$ cat src/sv/dpb_pkg.sv
package dpb_pkg;

  localparam int CFG_DATA_W = 64;
  localparam int PADDR_W    = 6;
  localparam int COEF_W     = 21;
  localparam int CAM_W      = 30;
  localparam int PROD_W     = COEF_W + CAM_W;
  localparam int SUM_W      = PROD_W + 2;
  localparam int COORD_W    = 32;

  localparam int IFOC_FRAC  = 24;
  localparam int ROT_FRAC   = 19;
  localparam int DEPTH_LIMIT = 5000;

  // register index = paddr[5:3]
  typedef enum logic [2:0] {
    REG_ROT_ROW0    = 3'd0,
    REG_ROT_ROW1    = 3'd1,
    REG_ROT_ROW2    = 3'd2,
    REG_WORLD_ORIG  = 3'd3,
    REG_PRINC_POINT = 3'd4,
    REG_INV_FOCAL   = 3'd5,
    REG_GRAY_INPUT  = 3'd6
  } dpb_reg_idx_t;

  typedef struct packed {
    logic [2:0][2:0][COEF_W-1:0] rot;
    logic [2:0][COEF_W-1:0]      origin;
    logic [15:0]                 cx;
    logic [15:0]                 cy;
    logic [23:0]                 ifx;
    logic [23:0]                 ify;
    logic                        gray;
  } dpb_cfg_t;

  // camera-frame point between projection and world transform
  typedef struct packed {
    logic                    vld;
    logic                    pv;
    logic signed [CAM_W-1:0] x;
    logic signed [CAM_W-1:0] y;
    logic signed [CAM_W-1:0] z;
    logic [7:0]              red;
    logic [7:0]              green;
    logic [7:0]              blue;
  } dpb_cam_t;

endpackage

$ cat src/sv/dpb_regs.sv
module dpb_regs
  import dpb_pkg::*;
(
  input  logic                  clk,
  input  logic                  rst_n,
  input  logic                  psel,
  input  logic                  penable,
  input  logic                  pwrite,
  input  logic [PADDR_W-1:0]    paddr,
  input  logic [CFG_DATA_W-1:0] pwdata,
  output logic [CFG_DATA_W-1:0] prdata,
  output logic                  pready,
  output dpb_cfg_t              cfg
);

  logic [62:0] rot0_r, rot1_r, rot2_r, origin_r;
  logic [31:0] pp_r;
  logic [47:0] ifoc_r;
  logic        gray_r;

  dpb_reg_idx_t idx;
  logic         wr_en;

  assign idx    = dpb_reg_idx_t'(paddr[5:3]);
  assign wr_en  = psel & penable & pwrite;
  assign pready = 1'b1;

  always_ff @(posedge clk) begin
    if (!rst_n) begin
      rot0_r   <= '0;
      rot1_r   <= '0;
      rot2_r   <= '0;
      origin_r <= '0;
      pp_r     <= '0;
      ifoc_r   <= '0;
      gray_r   <= 1'b0;
    end else if (wr_en) begin
      unique case (idx)
        REG_ROT_ROW0:    rot0_r   <= pwdata[62:0];
        REG_ROT_ROW1:    rot1_r   <= pwdata[62:0];
        REG_ROT_ROW2:    rot2_r   <= pwdata[62:0];
        REG_WORLD_ORIG:  origin_r <= pwdata[62:0];
        REG_PRINC_POINT: pp_r     <= pwdata[31:0];
        REG_INV_FOCAL:   ifoc_r   <= pwdata[47:0];
        REG_GRAY_INPUT:  gray_r   <= pwdata[0];
        default: ;
      endcase
    end
  end

  always_comb begin
    unique case (idx)
      REG_ROT_ROW0:    prdata = {1'b0, rot0_r};
      REG_ROT_ROW1:    prdata = {1'b0, rot1_r};
      REG_ROT_ROW2:    prdata = {1'b0, rot2_r};
      REG_WORLD_ORIG:  prdata = {1'b0, origin_r};
      REG_PRINC_POINT: prdata = {32'b0, pp_r};
      REG_INV_FOCAL:   prdata = {16'b0, ifoc_r};
      REG_GRAY_INPUT:  prdata = {63'b0, gray_r};
      default:         prdata = '0;
    endcase
  end

  always_comb begin
    for (int j = 0; j < 3; j++) begin
      cfg.rot[0][j] = rot0_r[COEF_W*j +: COEF_W];
      cfg.rot[1][j] = rot1_r[COEF_W*j +: COEF_W];
      cfg.rot[2][j] = rot2_r[COEF_W*j +: COEF_W];
      cfg.origin[j] = origin_r[COEF_W*j +: COEF_W];
    end
    cfg.cx   = pp_r[15:0];
    cfg.cy   = pp_r[31:16];
    cfg.ifx  = ifoc_r[23:0];
    cfg.ify  = ifoc_r[47:24];
    cfg.gray = gray_r;
  end

endmodule

$ cat config.mk
export PLATFORM = sky130hd
export DESIGN_NAME = dpb_regs
export DESIGN_NICKNAME = d
export VERILOG_FILES = /design/src/sv/dpb_pkg.sv /design/src/sv/dpb_regs.sv
export SDC_FILE = /design/constraint.sdc
export NUM_CORES = 1
export LEC_CHECK = 0
export BUFFER_PORTS_ARGS = -buffer_cell sky130_fd_sc_hd__buf_2
export CORE_ASPECT_RATIO = 1.1
export CORE_MARGIN = 4
export CORE_UTILIZATION = 40
export DETAILED_ROUTE_END_ITERATION = 10
export PLACE_DENSITY_LB_ADDON = 0.25
export SLEW_MARGIN = 20
export SYNTH_ARGS = -nofsm -noshare
export SYNTH_HDL_FRONTEND = slang
export SYNTH_SLANG_ARGS = --single-unit
$ cat constraint.sdc
create_clock -name clk -period 2.2 [get_ports clk]
set_input_delay 0.22 -clock clk [delete_from_list [all_inputs] [get_ports clk]]
set_output_delay 0.22 -clock clk [all_outputs]
set_load 0.05 [all_outputs]
==> results.sh <==
export IMPL_status="finished, final reports clean"
export IMPL_ys_flop_type="dfxtp_1"
export IMPL_synthSimpleGateAreaFrac_pct=12.38
export IMPL_ios=473
export IMPL_setup_tns_ns=0
export IMPL_post_cts_buffers=0
export IMPL_synthMuxAreaShare_pct=32.74
export IMPL_post_cts_resized=0
export IMPL_clk_latency_ns=0.51
export IMPL_top_layer="met5"
export IMPL_synth_top_family_by_area="multiplexers"
export IMPL_cts_buffers=36
export IMPL_cts_clk_slew_worst_paths_ns=0.06
export IMPL_p_per_area_mw_per_mm2=714.6
export IMPL_n_antenna_cell=0
export IMPL_clk_path_buf_depth=3
export IMPL_grt_usage_pct=23.79
export IMPL_cp_max_fo=3
export IMPL_hold_violations=0
export IMPL_synth_cell_types=39
export IMPL_root_buffer="clkbuf_16"
export IMPL_timing_final_ws_setup_ns=0.2573
export IMPL_h_tree_depth=2
export IMPL_syn_area_per_cell_sq_um=10.16
export IMPL_wl_per_cell_um=20.92
export IMPL_setup_viol=0
export IMPL_antenna_found_initial=4
export IMPL_num_rows=73
export IMPL_ir_drop_uv=555.1
export IMPL_core_area_sq_mm=0.03635
export IMPL_layout_common_cells="buf_2 (462), mux2i_1 (422), nand2_1 (410), dfxtp_1 (333), clkbuf_16 (37)"
export IMPL_cts_tree="built"
export IMPL_die_area_sq_mm=0.04013
export IMPL_fmax_mhz=514.8
export IMPL_gp_congestion=0.8075
export IMPL_start_util_pct=40.70
export IMPL_vias_per_cell=5.182
export IMPL_vias=12484
export IMPL_syn_nets=1531
export IMPL_overflow=0
export IMPL_post_place_ws_ns=0.1720
export IMPL_wl_um=50390
export IMPL_drc=0
export IMPL_synth_compound_gate_area_share_pct=4.753
export IMPL_fin_crit_ns=1.943
export IMPL_grt_max_degree=69
export IMPL_cts_sinks=333
export IMPL_p_leak_nw=8.217
export IMPL_final_nets=1971
export IMPL_synth_area_sq_mm=0.01479
export IMPL_tightest_slew_ns=0.6168
export IMPL_yosysWarnings=0
export IMPL_dr_wl_met2_um=24540
export IMPL_fin_crit_sh_pct=88.30
export IMPL_rsz0062_at_grt="false"
export IMPL_grt_pass1_vias=12543
export IMPL_slew_viol_final=0
export IMPL_fp_dieW_um=191.4
export IMPL_synth_fa_ha_area_share_pct=0
export IMPL_wl_met3_um=3971
export IMPL_final_common_cell="buf_2"
export IMPL_synth_top_area_share_pct=45.06
export IMPL_skew_ns=0
export IMPL_synth_xor_area_share_pct=0
export IMPL_port_buffers=466
export IMPL_cp_end_kind="primary output"
export IMPL_relSlewSlack_pct=58.73
export IMPL_start_kind="flop"
export IMPL_firstDrtPassIters=5
export IMPL_synth_seq_cells=333
export IMPL_dp_hpwl_um=35120
export IMPL_wl_met1_um=20190
export IMPL_cp_arrival_ns=1.72
export IMPL_synth_top_area_cell="dfxtp_1"
export IMPL_synth_async_reset_ratio_pct=0
export IMPL_ctsHoldBuffers=0
export IMPL_synth_cells=1456
export IMPL_critical_path_class="flop to primary output"
export IMPL_die_y_um=209.7
export IMPL_syn2layout_area_growth_pct=28.32
export IMPL_synth_area_leaders="dfxtp_1 (45%), mux2i_1 (29%), nand2_1 (10%)"
export IMPL_drtAntennaViolNets=0
export IMPL_drt_iter0_drc=635
export IMPL_min_path_type="input port to flop"
export IMPL_cap_violations=0
export IMPL_synth_seq_area_share_pct=45.06
export IMPL_required_ns=1.98
export IMPL_synth_edf_count=0
export IMPL_grt_pass1_wl_um=75290
export IMPL_drive_gt1_share_pct=32.78
critical path, cell delays in order (launching register included):
cell,delay (ns)
dfxtp_1,0.36
mux4_2,0.48
and2_1,0.16
buf_2,0.20
state kept, by name, summed over array words and instances (netlist names):
name      flops
origin_r     63
rot0_r       63
rot1_r       63
rot2_r       63
ifoc_r       48
pp_r         32
gray_r        1
where the power goes:
part	switching, W	total (W)	internal [W]	leakage, nW
Sequential	0.0000367	0.00611	0.00607	2.68
Combinational	0.000748	0.00105	0.000305	4.91
Clock	0.00249	0.00640	0.00391	0.627
Total	0.00328	0.0136	0.0103	8.22
stage by stage:
stage / instances / utilization, % / hold WS (ns) / total power (W) / cell area [sq um]
floorplan: 1456 / - / 0.4280 / 0.006935 / 14790
global placement: 2345 / 48.76 / 0.4498 / 0.007290 / 17730
detailed placement: 2345 / 48.76 / 0.4601 / 0.007301 / 17730
CTS: 2409 / 52.22 / 0.006934 / 0.01368 / 18980
global route: 2409 / 52.22 / 0.03671 / 0.01399 / 18980
finish: 2409 / 52.22 / 0.03515 / 0.01357 / 18980
kinds of logic after synthesis:
kind of cell / after synthesis
muxes: 462
and+or+nand+nor: 444
DFF: 333
buffers and inverters: 123
AOI/OAI and AO/OA: 92
other: 2
cells in the mapped netlist (5+ instances only):
cell type  number
mux2i_1       422
o21ai_0        12
nand2_1       410
o21ai_1         7
a221oi_1        9
buf_6          15
a22oi_1        10
o221ai_1       15
inv_1           5
dfxtp_1       333
mux4_2         15
and2_1         15
buf_2          23
buf_4          19
o22a_1          9
buf_8           6
o32a_1          9
clkbuf_1       54
mux2_2         22
a21oi_1         9
layer usage:
layer | track usage, % | vias up
li1 | - | 5905
met3 | 6.703 | 92
met4 | 7.778 | 8
met2 | 41.44 | 446
met5 | 0 | -
met1 | 28.20 | 6033
path summary, 6_finish.rpt:
check               startpoint  slack (ns)           end  depth (start not counted)
hold / removal      pwdata[62]        0.04    rot2_r[62]                          3
hold reg to reg     rot2_r[56]        0.47    rot2_r[56]                          2
setup / recovery  origin_r[48]        0.26    prdata[48]                          3
setup reg to reg  origin_r[48]        1.49  origin_r[48]                          2
layout make-up:
cell class,instances,area [sq um]
Fill cell,3384,17370
Multi-Input combinational cell,1000,7398
Sequential cell,333,6666
Timing Repair Buffer,520,3034
Clock buffer,51,1089
Tap cell,487,609.3
Clock inverter,13,167.7
Inverter,5,18.77
Power figures use the tool's default switching activity.
